==> config.mk <==
export PLATFORM = sky130hd
export DESIGN_NAME = vcfc_seq
export DESIGN_NICKNAME = d
export VERILOG_FILES = /design/src/rtl/core/vcfc_pkg.sv /design/src/rtl/core/vcfc_seq.sv
export SDC_FILE = /design/constraint.sdc
export NUM_CORES = 1
export LEC_CHECK = 0
export BUFFER_PORTS_ARGS = -buffer_cell sky130_fd_sc_hd__buf_4
export CAP_MARGIN = 20
export CORE_UTILIZATION = 40
export DETAILED_ROUTE_END_ITERATION = 6
export PLACE_DENSITY = 0.7
export SLEW_MARGIN = 10
export SYNTH_ARGS = -nofsm -noshare
export SYNTH_HDL_FRONTEND = slang
export SYNTH_SLANG_ARGS = --single-unit
==> constraint.sdc <==
create_clock -name clk -period 2.29 [get_ports clk]
set_clock_uncertainty 0.2 [all_clocks]
set_input_delay 0.458 -clock clk [delete_from_list [all_inputs] [get_ports clk]]
set_output_delay 0.458 -clock clk [all_outputs]
set_load 0.02 [all_outputs]
==> src/rtl/core/vcfc_pkg.sv <==
// Types, codes and direction tables for the voxel chunk face culler.
`default_nettype none

package vcfc_pkg;

	typedef struct packed {
		logic [1:0] kind;
		logic [4:0] pos_x;
		logic [4:0] pos_y;
		logic [4:0] pos_z;
		logic [3:0] color_index;
	} in_item_t;

	typedef struct packed {
		logic       status;
		logic       face_valid;
		logic [2:0] face_dir;
		logic [4:0] out_x;
		logic [4:0] out_y;
		logic [4:0] out_z;
		logic [3:0] face_color;
		logic       last;
	} out_item_t;

	// Item kinds; the spare code is answered as ignored.
	localparam logic [1:0] KIND_ADD    = 2'd0;
	localparam logic [1:0] KIND_REMOVE = 2'd1;
	localparam logic [1:0] KIND_QUERY  = 2'd2;
	localparam logic [1:0] KIND_SPARE  = 2'd3;

	localparam logic ST_DONE    = 1'b0;
	localparam logic ST_IGNORED = 1'b1;

	// Datapath operations selected by the control word.
	typedef enum logic [3:0] {
		OP_NONE   = 4'd0,
		OP_CLEAR  = 4'd1,
		OP_ACCEPT = 4'd2,
		OP_RDC    = 4'd3,
		OP_LATCH  = 4'd4,
		OP_NBINIT = 4'd5,
		OP_RDNB   = 4'd6,
		OP_EMIT   = 4'd7,
		OP_ADD    = 4'd8,
		OP_REM    = 4'd9,
		OP_FAIL   = 4'd10
	} op_t;

	// Jump conditions tested by the sequencer.
	typedef enum logic [3:0] {
		C_NEVER      = 4'd0,
		C_START      = 4'd1,
		C_KIND_ADD   = 4'd2,
		C_KIND_REM   = 4'd3,
		C_QUERY_BAD  = 4'd4,
		C_NB_MORE    = 4'd5,
		C_MASK_EMPTY = 4'd6,
		C_MASK_MORE  = 4'd7,
		C_CLR_MORE   = 4'd8
	} cond_t;

	typedef struct packed {
		op_t        op;
		cond_t      cond;
		logic [3:0] target;
		logic       ret;
	} ctl_word_t;

	typedef struct packed {
		logic start;
		logic kind_add;
		logic kind_rem;
		logic query_bad;
		logic nb_more;
		logic mask_empty;
		logic mask_more;
		logic clr_more;
	} cond_flags_t;

	localparam logic [2:0] DIR_PY = 3'd0;
	localparam logic [2:0] DIR_NY = 3'd1;
	localparam logic [2:0] DIR_PX = 3'd2;
	localparam logic [2:0] DIR_NX = 3'd3;
	localparam logic [2:0] DIR_PZ = 3'd4;
	localparam logic [2:0] DIR_NZ = 3'd5;

	localparam logic [5:0] STEP_PLUS  = 6'h01;
	localparam logic [5:0] STEP_MINUS = 6'h3F;

	function automatic logic [5:0] step_x(input logic [2:0] dir);
		case (dir)
			DIR_PX:  return STEP_PLUS;
			DIR_NX:  return STEP_MINUS;
			default: return 6'h00;
		endcase
	endfunction

	function automatic logic [5:0] step_y(input logic [2:0] dir);
		case (dir)
			DIR_PY:  return STEP_PLUS;
			DIR_NY:  return STEP_MINUS;
			default: return 6'h00;
		endcase
	endfunction

	function automatic logic [5:0] step_z(input logic [2:0] dir);
		case (dir)
			DIR_PZ:  return STEP_PLUS;
			DIR_NZ:  return STEP_MINUS;
			default: return 6'h00;
		endcase
	endfunction

	// Lowest set bit of the open-face mask, in face order.
	function automatic logic [2:0] lowest_dir(input logic [5:0] m);
		logic [2:0] r;
		r = DIR_PY;
		for (int i = 5; i >= 0; i--) begin
			if (m[i]) r = 3'(i);
		end
		return r;
	endfunction

endpackage

`default_nettype wire

==> src/rtl/core/vcfc_seq.sv <==
// Microcode sequencer: program ROM, step counter and jump logic.
`default_nettype none

module vcfc_seq (
	input  wire logic                   clk,
	input  wire logic                   arst_n,
	input  wire vcfc_pkg::cond_flags_t  flags,
	output vcfc_pkg::ctl_word_t         ctl,
	output logic                        busy
);
	import vcfc_pkg::*;

	localparam logic [3:0] S_CLR   = 4'd0;
	localparam logic [3:0] S_IDLE  = 4'd1;
	localparam logic [3:0] S_RDC   = 4'd2;
	localparam logic [3:0] S_DISP  = 4'd3;
	localparam logic [3:0] S_KREM  = 4'd4;
	localparam logic [3:0] S_QCHK  = 4'd5;
	localparam logic [3:0] S_NB    = 4'd6;
	localparam logic [3:0] S_DRAIN = 4'd7;
	localparam logic [3:0] S_MCHK  = 4'd8;
	localparam logic [3:0] S_EMIT  = 4'd9;
	localparam logic [3:0] S_ADD   = 4'd10;
	localparam logic [3:0] S_REM   = 4'd11;
	localparam logic [3:0] S_FAIL  = 4'd12;

	// A taken jump goes to target; otherwise ret returns to idle, else the next step.
	function automatic ctl_word_t ucode(input logic [3:0] s);
		ctl_word_t w;
		w = '{op: OP_NONE, cond: C_NEVER, target: S_IDLE, ret: 1'b1};
		case (s)
			S_CLR:   w = '{op: OP_CLEAR,  cond: C_CLR_MORE,   target: S_CLR,  ret: 1'b1};
			S_IDLE:  w = '{op: OP_ACCEPT, cond: C_START,      target: S_RDC,  ret: 1'b1};
			S_RDC:   w = '{op: OP_RDC,    cond: C_NEVER,      target: S_IDLE, ret: 1'b0};
			S_DISP:  w = '{op: OP_LATCH,  cond: C_KIND_ADD,   target: S_ADD,  ret: 1'b0};
			S_KREM:  w = '{op: OP_NONE,   cond: C_KIND_REM,   target: S_REM,  ret: 1'b0};
			S_QCHK:  w = '{op: OP_NBINIT, cond: C_QUERY_BAD,  target: S_FAIL, ret: 1'b0};
			S_NB:    w = '{op: OP_RDNB,   cond: C_NB_MORE,    target: S_NB,   ret: 1'b0};
			S_DRAIN: w = '{op: OP_NONE,   cond: C_NEVER,      target: S_IDLE, ret: 1'b0};
			S_MCHK:  w = '{op: OP_NONE,   cond: C_MASK_EMPTY, target: S_FAIL, ret: 1'b0};
			S_EMIT:  w = '{op: OP_EMIT,   cond: C_MASK_MORE,  target: S_EMIT, ret: 1'b1};
			S_ADD:   w = '{op: OP_ADD,    cond: C_NEVER,      target: S_IDLE, ret: 1'b1};
			S_REM:   w = '{op: OP_REM,    cond: C_NEVER,      target: S_IDLE, ret: 1'b1};
			S_FAIL:  w = '{op: OP_FAIL,   cond: C_NEVER,      target: S_IDLE, ret: 1'b1};
			default: w = '{op: OP_NONE,   cond: C_NEVER,      target: S_IDLE, ret: 1'b1};
		endcase
		return w;
	endfunction

	logic [3:0] pc_q;
	logic       taken;

	assign ctl  = ucode(pc_q);
	assign busy = (pc_q != S_IDLE);

	always_comb begin
		case (ctl.cond)
			C_START:      taken = flags.start;
			C_KIND_ADD:   taken = flags.kind_add;
			C_KIND_REM:   taken = flags.kind_rem;
			C_QUERY_BAD:  taken = flags.query_bad;
			C_NB_MORE:    taken = flags.nb_more;
			C_MASK_EMPTY: taken = flags.mask_empty;
			C_MASK_MORE:  taken = flags.mask_more;
			C_CLR_MORE:   taken = flags.clr_more;
			default:      taken = 1'b0;
		endcase
	end

	always_ff @(posedge clk or negedge arst_n) begin
		if (!arst_n) begin
			pc_q <= S_CLR;
		end else if (taken) begin
			pc_q <= ctl.target;
		end else if (ctl.ret) begin
			pc_q <= S_IDLE;
		end else begin
			pc_q <= pc_q + 4'd1;
		end
	end

endmodule

`default_nettype wire

==> results of run 1 <==
-- synth_stat cells (all sizes together) --
master | n | area (µm²)
or3 | 1 | 6.26
a22o | 1 | 8.76
a21oi | 3 | 18.8
or2 | 1 | 6.26
nor3b | 1 | 12.5
clkbuf | 1 | 3.75
o22ai | 1 | 6.26
nor2 | 7 | 28.8
mux2i | 6 | 60.1
dfrtp | 4 | 100
a211oi | 3 | 22.5
xnor2 | 1 | 8.76
o31ai | 1 | 7.51
and2 | 2 | 15.0
inv | 4 | 15.0
ha | 6 | 75.1
o32ai | 1 | 27.5
nand2b | 1 | 8.76
buf | 3 | 20.0
or4b | 1 | 10.0
mux2 | 6 | 67.6
mux4 | 1 | 22.5
o21a | 2 | 15.0
o21ai | 4 | 20.0
o221ai | 1 | 8.76
nand2 | 7 | 26.3
nor2b | 3 | 18.8
-- stage by stage --
step / cell area (µm²) / setup TNS [ns] / cells
after CTS: 1260 / -0.758 / 144
after detailed placement: 1040 / -0.532 / 130
after global placement: 1040 / -0.436 / 130
after floorplan: 711 / -0.229 / 73
-- cells by family after synthesis --
kind of cell,synth area share (%)
AOI/OAI and AO/OA,21.1
muxes,23.4
and+or+nand+nor,20.7
buffers and inverters,6.05
adders and majority gates,11.7
DFF,15.6
xor gates and xnor gates,1.37
-- timing repair --
| item | in CTS |
|---|---|
| pin swaps | 5 |
| cloned | 0 |
| setup buffers | 9 |
| endpoints found under the setup margin | 14 |
| hold endpoints to repair | 4 |
| resized for setup | 31 |
| hold buffers | 1 |
==> metrics, run 1 <==
outcome=did not finish; Failed at=global routing; Stop Error=[ERROR DPL-0033] detailed placement checks failed during check placement.; WEP type=register data pin; HPWL Detailed=between 1500 and 2000 µm; number of unique standard cell types used by synthesis=33; Clock Path Buffers=2; Inserted Clock Buffers=3; synthesized instance count=73; largest net degree at the start of global routing=14; Buffers on Ports=23; clk root buf=clkbuf_4; GRT repair_timing worst endpoint=pc_q[2]$_DFF_PN0_/D; sequential cell area fraction in the yosys report=between 15 and 20%; initial core utilization=between 40% and 50%; initial antenna violation count=0; IO Count=24; routability congestion estimate=between 0.8 and 0.9; Avg Inst Size Synth=8.78 µm²; Cell Area, Synth=~640 µm²; chip width=between 40 and 50 µm; Setup Slack @ Placement=-0.145 ns; #FFs+latches synth=4; synth warn=0; CTS sink cnt=4; overall die height=roughly 42 µm; H-tree depth=1; syn_nets=89; Rows=14
==> inputs of run 2 (changes only) <==
--- a/config.mk
+++ b/config.mk
@@ -7,9 +7,10 @@
 export LEC_CHECK = 0
 export BUFFER_PORTS_ARGS = -buffer_cell sky130_fd_sc_hd__buf_4
 export CAP_MARGIN = 20
-export CORE_UTILIZATION = 40
+export CORE_AREA = 2 2 63 65
 export DETAILED_ROUTE_END_ITERATION = 6
-export PLACE_DENSITY = 0.7
+export DIE_AREA = 0 0 65 67
+export PLACE_DENSITY_LB_ADDON = 0.15
 export SLEW_MARGIN = 10
 export SYNTH_ARGS = -nofsm -noshare
 export SYNTH_HDL_FRONTEND = slang
==> constraint.sdc (replaced) <==
create_clock -name clk -period 3 [get_ports clk]
set_clock_uncertainty 0.2 [all_clocks]
set_input_delay 0.6 -clock clk [delete_from_list [all_inputs] [get_ports clk]]
set_output_delay 0.6 -clock clk [all_outputs]
set_load 0.02 [all_outputs]
==> run 2 against run 1 <==
  * The run now ends clean
  * Synthesized cell count unchanged
  * Synthesized area did not move
==> metrics, run 2 <==
leading registers by flop count=pc_q x4; drt first pass iters=4; Seq pwr share=between 10% and 20%; outcome=completed; most used cells in the layout excluding fill and tap cells=27 x buf_4, 7 x nand2_1, 6 x nor2_1, 6 x mux2i_1, 6 x ha_1; Rows=22 (+8); drt wl/cell=roughly 12 µm; number of unique standard cell types used by synthesis=33 (unchanged); Worst VDD drop=approximately 0.00027 V; DRT Wirelength=1810 µm; Pwr Density=1170 nW/µm²; Setup crit end kind=primary output; # diodes=0; FMAX=about 370 MHz; sequential cell area fraction in the yosys report=15.6% (unchanged); Clock Path Buffers=2 (unchanged); Slew Viols, Final=0; most common cell after layout, fill and taps aside=buf_4; WP data required=between 2 and 2.5 ns; Non-Filler Instances=between 100 and 150; Slew HR=70.0%; via count=roughly 640; DRT antenna net count=0; Worst Max-Slew Pin Slew=0.450 ns; Gate power share=between 70% and 80%; Leakage Power=roughly 0.41 nW; Avg Inst Size Synth=8.78 µm² (unchanged); cell taking the most area after synthesis=dfrtp_1; synth warn=0 (unchanged); Async SR Flop Fraction=100% (unchanged); initial antenna violation count=0; Post-synth EDFFs=0 (unchanged); Max-cap violations=0; Inserted Clock Buffers=3 (unchanged); final core occ=approximately a quarter; Via density=4.30; H-tree depth=1 (unchanged); initial core utilization=17.8% (-25 points); final net count=118; Min-Delay Path Class=in -> async; synthesized instance count=73 (unchanged); clk root buf=clkbuf_8; Most flops, register=pc_q; sw frac=48.9%; area delta synth->final=45.3%; Tcrit/Tclk final=between 90% and 100%; DRC viols=0; syn_nets=89 (unchanged); DR iter-0 viols=13; part of the power in the clock network=between 10% and 20%; Final Hold Fails=0; most frequent cells after synthesis=7 x nand2_1, 6 x ha_1, 6 x mux2i_1, 6 x nor2_1; total placed cells including tap cells=144 (+11%); r2r worst-path depth=7; most numerous cell in the Yosys netlist=nand2_1; CTS sink cnt=4 (unchanged); worst skew pair latency=0.21 ns; overall die height=67 µm (+59%); #FFs+latches synth=4 (unchanged); first-pass GRT wire length=2950 µm; maximum fanout along the worst path=7; DIE AREA=4360 µm²; crit path kind=reg -> out; reg-to-reg slack, setup=about 0.33 ns; HPWL Detailed=1500 µm (-0.96%); Buffers on Ports=23 (unchanged); chip width=65 µm (+55%); post_cts resized=0 (-100%); final setup fails=0; Pint=roughly 560 µW; post-synth top area share=15.6% (unchanged); NetSw=~530 µW; Pwr Total=approximately 1.1 mW; top cells by area, synth=dfrtp_1 16%, ha_1 12%, mux2i_1 9.4%; Post-synth top flop=dfrtp_1; total track usage=8.91%; share of post-route cells with drive strength above 1=approximately 40%; max reg flops=4; RSZ-0062 raised after global routing=no; setup_tns=0 ns; Data arrival, critical path=between 1.5 and 2 ns; vias in the first global route=about 630; routability congestion estimate=0.779 (-4.6%); Placeable Area=3610 µm²; CTS tree=built; GRT overflow=0; Critical Path Start Type=register; Cell Area, Synth=641 µm² (unchanged); Min Clock Period, post-route=around 2.7 ns; IO Count=24 (unchanged); CTS clock-pin slew for the worst setup and hold paths=0.03 ns; largest net degree at the start of global routing=12
## run 2: area by class of cell
class,count,area [µm²]
clock buffers,3,41.3
fillers,389,2680
inverters,4,15.0
multi-input cells,61,502
flip-flops and latches,4,100
well taps,48,60.1
repair buffers,28,213
## run 2: power groups by stage
stage	clock network [mW]	logic, mW	registers (mW)
2_1_floorplan	0	0.590	0.0938
3_3_place_gp	0	0.877	0.118
3_5_place_dp	0	0.870	0.118
4_1_cts	0.115	0.875	0.117
5_1_grt	0.117	0.944	0.124
6_report	0.110	0.860	0.118
## run 2: worst max-delay path, cell delays in order, from the launching register on
cell      delay [ns]
dfrtp_1         0.46
inv_1           0.17
ha_1            0.25
nor2_1          0.07
buf_4           0.15
a211oi_1        0.40
buf_4           0.22
## run 2: path summary, 6_finish.rpt
check	start	end
worst max-delay path	pc_q[0]$_DFF_PN0_	ctl[2]
worst min-delay path	arst_n	pc_q[3]$_DFF_PN0_
worst max register to register	pc_q[0]$_DFF_PN0_	pc_q[2]$_DFF_PN0_
worst min register to register	pc_q[0]$_DFF_PN0_	pc_q[0]$_DFF_PN0_
max in group asynchronous	arst_n	pc_q[0]$_DFF_PN0_
min in group clk	pc_q[0]$_DFF_PN0_	pc_q[0]$_DFF_PN0_
## run 2: what timing repair did
action | CTS | global route
endpoints found under the hold margin | 4 | 0
hold buffers | 1 | 0
setup buffers | 0 | 0
## run 2: kinds of logic (layout without fill, tap and decap cells)
kind of cell,count (synthesis),count (layout),synth area share [%]
muxes,13,13,23.4
AOI/OAI and AO/OA,17,17,21.1
adders and majority gates,6,6,11.7
xor gates and xnor gates,1,1,1.37
DFF,4,4,15.6
and+or+nand+nor,24,24,20.7
buffers and inverters,8,35,6.05
## run 2: stage by stage
stage | worst slack (ns) | area (µm²) | hold slack, ns
6_report | 0.268 | 931 | 0.518
3_5_place_dp | 0.337 | 880 | 0.200
2_1_floorplan | 0.420 | 641 | 0.104
5_1_grt | 0.128 | 931 | 0.519
3_3_place_gp | 0.382 | 880 | 0.200
4_1_cts | 0.288 | 931 | 0.519
## run 2: routing by layer
metal  global-route usage, %  vias up  part of all wire (%)
met1                    10.9      298                    46
met5                       0        -                     0
met3                    3.21        0                   7.7
li1                        -      319                     -
met4                    1.60        0                     0
met2                    15.1       19                    46
(Power assumes the default switching activity.)
==> inputs of run 3 (changes only) <==
--- a/config.mk
+++ b/config.mk
@@ -7,7 +7,10 @@
 export LEC_CHECK = 0
 export BUFFER_PORTS_ARGS = -buffer_cell sky130_fd_sc_hd__buf_4
 export CAP_MARGIN = 20
+export CELL_PAD_IN_SITES_DETAIL_PLACEMENT = 1
+export CELL_PAD_IN_SITES_GLOBAL_PLACEMENT = 1
 export CORE_AREA = 2 2 63 65
+export CTS_CLUSTER_SIZE = 28
 export DETAILED_ROUTE_END_ITERATION = 6
 export DIE_AREA = 0 0 65 67
 export PLACE_DENSITY_LB_ADDON = 0.15
==> run 3 against run 2 <==
  * Cell count increased by 0.68%
  * Hold slack got worse by 0.030 ns
  * Utilization increased by 0.21 points
  * Count of clock-buffer cells in the layout unchanged
  * Via count increased by 1.3%
  * Sequential cell count unchanged
  * Critical path type unchanged
  * Critical endpoint is now ctl[0]
  * Largest power group unchanged
  * Highest routed layer is now met4
==> metrics, run 3 (synthesized netlist as in run 2, its figures left out) <==
worst skew pair latency=0.22 ns (about the same); outcome=completed; Gate power share=79.3% (+0.3 points); Inserted Clock Buffers=3 (unchanged); clk root buf=clkbuf_8; Tcrit/Tclk final=90.9% (-0.23 points); Most flops, register=pc_q; chip width=65 µm (unchanged); Pint=556 µW (-0.10%); final setup fails=0 (unchanged); Slew HR=76.8% (+6.8 points); post-CTS setup buffers=0 (unchanged); fin worst setup slack=0.274 ns (+0.00684 ns); Pwr Total=1.09 mW (+0.55%); total placed cells including tap cells=145 (+0.69%); Clock Path Buffers=2 (unchanged); sw frac=49.2% (+0.33 points); Via density=4.32 (+0.58%); Buffers on Ports=23 (unchanged); Setup crit end kind=primary output; WP data required=2.20 ns (about the same); IO Count=24 (unchanged); # fillers=426 (+9.5%); HPWL Detailed=1720 µm (+15%); drt wl/cell=14.0 µm (+15%); DR iter-0 viols=11 (-2); Setup Slack @ Placement=0.278 ns (-0.0590 ns); CTS tree=built; max reg flops=4 (unchanged); Worst VDD drop=0.000319 V (+20%); hold_buf cts=1 (unchanged); Min Clock Period, post-route=2.73 ns (-0.00684 ns); RSZ-0062 raised after global routing=no; most used cells in the layout excluding fill and tap cells=28 x buf_4, 7 x nand2_1, 6 x nor2_1, 6 x mux2i_1, 6 x ha_1; FMAX=367 MHz (+0.25%); crit path kind=reg -> out; Placeable Area=3610 µm² (unchanged); total track usage=10.6% (+1.7 points); Worst Max-Slew Pin Slew=0.346 ns (-0.104 ns); Seq pwr share=10.2% (-0.6 points); GRT overflow=0 (unchanged); Final Hold Fails=0 (unchanged); Leakage Power=0.419 nW (+1.3%); setup_tns=0 ns (unchanged); initial core utilization=17.8% (unchanged); NetSw=539 µW (+1.2%); DIE AREA=4360 µm² (unchanged); Slew Viols, Final=0 (unchanged); DRT antenna net count=0 (unchanged); Non-Filler Instances=149 (+0.68%); DRT Wirelength=2090 µm (+15%); vias in the first global route=665 (+5.7%); drt first pass iters=3 (-1); share of post-route cells with drive strength above 1=41.6% (+0.58 points); Data arrival, critical path=1.93 ns (about the same); Critical Path Start Type=register; H-tree depth=1 (unchanged); routability congestion estimate=0.778 (-0.12%); initial antenna violation count=0 (unchanged); largest net degree at the start of global routing=13 (+1); Pwr Density=1170 nW/µm² (-0.26%); most common cell after layout, fill and taps aside=buf_4; Min-Delay Path Class=reg -> reg; first-pass GRT wire length=3450 µm (+17%); maximum fanout along the worst path=7 (unchanged); leading registers by flop count=pc_q x4; area delta synth->final=46.5%; Max-cap violations=0 (unchanged); part of the power in the clock network=10.5% (+0.4 points); final core occ=26.0% (+0.21 points); CTS sink cnt=4 (unchanged); CTS clock-pin slew for the worst setup and hold paths=0.03 ns (about the same); via count=644 (+1.3%); Rows=22 (unchanged); overall die height=67 µm (unchanged); final net count=119 (+0.85%); # diodes=0 (unchanged); post_cts resized=0 (unchanged); DRC viols=0 (unchanged)
## run 3: cell type report
cell class / count / area (µm²) / area share [%]
Tap cell: 48 / 60.1 / 6.40
Timing Repair Buffer: 29 / 220 / 23.5
Sequential cell: 4 / 100 / 10.7
Multi-Input combinational cell: 61 / 502 / 53.5
Clock buffer: 3 / 41.3 / 4.40
Inverter: 4 / 15.0 / 1.60
## run 3: metrics by stage
step           hold WS (ns)  cell area, µm²
6_report              0.488             938
5_1_grt               0.518             938
4_1_cts               0.500             938
3_5_place_dp          0.199             887
3_3_place_gp          0.201             887
2_1_floorplan         0.104             641
## run 3: worst paths after layout
kind | from | endpoint | slack (ns) | depth (start not counted)
min in group asynchronous | arst_n | pc_q[2]$_DFF_PN0_ | 0.52 | 2
hold / removal | pc_q[0]$_DFF_PN0_ | pc_q[0]$_DFF_PN0_ | 0.49 | 2
setup reg to reg | pc_q[1]$_DFF_PN0_ | pc_q[2]$_DFF_PN0_ | 0.32 | 7
hold reg to reg | pc_q[0]$_DFF_PN0_ | pc_q[0]$_DFF_PN0_ | 0.49 | 2
setup / recovery | pc_q[1]$_DFF_PN0_ | ctl[0] | 0.27 | 7
max in group asynchronous | arst_n | pc_q[0]$_DFF_PN0_ | 1.98 | 2
## run 3: critical path, stage by stage (launching register included)
cell and delay, ns:
dfrtp_1 0.45, inv_1 0.18, ha_1 0.26, nand2_1 0.09, or2_2 0.31, o21ai_0 0.14, inv_1 0.11, buf_4 0.17
## run 3: power groups by stage
stage	Sequential, mW	Clock (mW)	Combinational [mW]
3_5_place_dp	0.113	0	0.882
6_report	0.111	0.115	0.868
2_1_floorplan	0.0938	0	0.590
3_3_place_gp	0.112	0	0.885
4_1_cts	0.112	0.118	0.887
5_1_grt	0.118	0.124	0.954
## run 3: routing by layer
layer	track usage, %	up-vias	wire, µm
met5	0	-	0
met4	3.19	0	17
met3	2.70	2	119
met2	18.0	21	1010
met1	13.1	302	939
li1	-	319	-
==> inputs of run 4 (changes only) <==
==> constraint.sdc (replaced) <==
create_clock -name clk -period 2.6 [get_ports clk]
set_clock_uncertainty 0.2 [all_clocks]
set_input_delay 0.52 -clock clk [delete_from_list [all_inputs] [get_ports clk]]
set_output_delay 0.52 -clock clk [all_outputs]
set_load 0.02 [all_outputs]
==> run 4 against run 3 <==
  * Hold slack got worse by 0.061 ns
  * Register-to-register slack got worse by 0.22 ns
  * Critical path depth unchanged
  * Final area increased by 11%
  * Sequential power increased by 8%
  * Clock power increased by 10%
  * Combinational power increased by 35%
  * Sequential share of layout area decreased by 1.0 points
  * Utilization increased by 2.7 points
  * Non-clock buffer count increased by 8
  * Critical path type is now reg -> reg
==> metrics, run 4 (synthesized netlist as in run 2, its figures left out) <==
hold-critical path depth=2 (unchanged); via count=691 (+7.3%); drt wl/cell=13.8 µm (-1.5%); final core occ=28.8% (+2.7 points); reg-to-reg slack, setup=0.10 ns (-0.22 ns); Min-Delay Path Class=reg -> reg; worst skew pair latency=0.21 ns (about the same); largest net degree at the start of global routing=11 (-2); Placeable Area=3610 µm² (unchanged); leading registers by flop count=pc_q x4; Pwr Density=1360 nW/µm² (+17%); hold endpoint=pc_q[0]$_DFF_PN0_; vias in the first global route=680 (+2.3%); Clock Path Buffers=2 (unchanged); Setup crit end kind=register; overall die height=67 µm (unchanged); drt first pass iters=4 (+1); CTS clock-pin slew for the worst setup and hold paths=0.03 ns (about the same); Critical Path Start Type=register; # fillers=441 (+3.5%); Worst Max-Slew Pin Slew=0.459 ns (+0.113 ns); share of post-route cells with drive strength above 1=52.3% (+11 points); max incr delay on CP=0.61 ns (+0.16 ns); area delta synth->final=61.9%; initial core utilization=17.8% (unchanged); IO Count=24 (unchanged); most common cell after layout, fill and taps aside=buf_4; Inserted Clock Buffers=3 (unchanged); initial antenna violation count=0 (unchanged); Slew Viols, Final=0 (unchanged); DRT antenna net count=0 (unchanged); chip width=65 µm (unchanged); total track usage=10.4% (-0.25 points); GRT overflow=0 (unchanged); CTS tree=built; DR iter-0 viols=6 (-5); # diodes=0 (unchanged); CTS sink cnt=4 (unchanged); Tcrit/Tclk final=between 90% and 100%; first-pass GRT wire length=3390 µm (-1.6%); final setup fails=0 (unchanged); DIE AREA=4360 µm² (unchanged); CP max-delay cell=or4b_2; most used cells in the layout excluding fill and tap cells=36 x buf_4, 7 x nand2_1, 6 x mux2i_1, 5 x nor2_1, 5 x ha_1; routability congestion estimate=0.739 (-5.0%); critical-path cell list=inv_2, ha_1, or4b_2, o221ai_1, a211oi_2, a21oi_4, mux2_1; DRT Wirelength=2170 µm (+3.8%); HPWL Detailed=1800 µm (+4.7%); setup_tns=0 ns (unchanged); H-tree depth=1 (unchanged); Final Hold Fails=0 (unchanged); RSZ-0062 raised after global routing=no; clk root buf=clkbuf_8; max reg flops=4 (unchanged); r2r worst-path depth=7 (unchanged); Max-cap violations=0 (unchanged); Rows=22 (unchanged); reg-to-reg critical path endpoint=pc_q[2]$_DFF_PN0_; Min Clock Period, post-route=~2.5 ns; outcome=completed; Data arrival, critical path=2.38 ns (+0.45 ns); Worst VDD drop=0.000423 V (+33%); crit path kind=reg -> reg; Most flops, register=pc_q; FMAX=approximately 400 MHz; maximum fanout along the worst path=5 (-2); Slew HR=69.4% (-7.4 points); Via density=4.40 (+1.8%); Buffers on Ports=23 (unchanged); final net count=127 (+6.7%); WP data required=2.49 ns (+0.29 ns); Leakage Power=0.464 nW (+11%); FF-to-FF Start=pc_q[1]$_DFF_PN0_; hold path startpoint=pc_q[0]$_DFF_PN0_; DRC viols=0 (unchanged)
run 4: changes by cell type in the layout (fill, tap and decap cells not counted), moves of 2 or more:
cell / before / now
a211oi_1: 3 / 1
a211oi_2: 0 / 2
buf_4: 28 / 36
inv_1: 4 / 2
inv_2: 0 / 2
run 4: metrics by stage:
step / std cells / setup WS (ns) / total power, mW / hold WS, ns / area, µm²
5_1_grt: 157 / 0.000649 / 1.53 / 0.441 / 1040
3_3_place_gp: 153 / 0.0232 / 1.22 / 0.119 / 947
6_report: 157 / 0.105 / 1.41 / 0.427 / 1040
3_5_place_dp: 153 / 0.0334 / 1.22 / 0.121 / 947
4_1_cts: 157 / 0.0319 / 1.37 / 0.429 / 1010
2_1_floorplan: 73 / 0.0203 / 0.788 / 0.0244 / 641
run 4: cell type report:
| cell class | instances | area [µm²] | area share (%) |
|---|---|---|---|
| multi-input combinational | 61 | 541 | 52.1 |
| timing repair buffer | 37 | 280 | 27.0 |
| sequential | 4 | 100 | 9.65 |
| inverter | 4 | 15.0 | 1.45 |
| clock buffer | 3 | 41.3 | 3.98 |
| tap | 48 | 60.1 | 5.79 |
run 4: layer usage:
layer	up-vias	share of wire [%]	GRT usage, %
li1	333	-	-
met1	337	47	13.9
met2	19	47	16.5
met3	2	4.7	2.70
met4	0	0.88	2.39
met5	-	0	0
run 4: how the worst max path moves through the flow:
stage	startpoint	end
after global placement	pc_q[0]$_DFF_PN0_	pc_q[3]$_DFF_PN0_
final	pc_q[1]$_DFF_PN0_	pc_q[2]$_DFF_PN0_
after global routing	pc_q[1]$_DFF_PN0_	ctl[0]
after floorplan	pc_q[1]$_DFF_PN0_	pc_q[3]$_DFF_PN0_
after detailed placement	pc_q[1]$_DFF_PN0_	pc_q[3]$_DFF_PN0_
after CTS	pc_q[1]$_DFF_PN0_	ctl[0]
run 4: timing repair:
| item | in CTS | in global routing |
|---|---|---|
| hold buffers | 1 | 0 |
| hold endpoints to repair | 4 | 0 |
| pin swaps | 0 | 0 |
| gates resized for setup | 2 | 7 |
| endpoints found under the setup margin | 2 | 6 |
| cloned | 0 | 0 |
| setup buffers | 0 | 0 |
run 4: worst max-delay path: cells and delay by family (launching register included):
kind                     cells  cell delay [ns]
multiplexers                 1             0.34
buffers and inverters        1             0.13
AND/OR/NAND/NOR              1             0.61
flip-flops                   1             0.41
AO/OA/AOI/OAI                3             0.44
adder cells (fa/ha/maj)      1             0.23
run 4: power breakdown:
part	internal, mW	switching (mW)
Clock	0.0984	0.0286
Sequential	0.0859	0.0337
Combinational	0.562	0.604
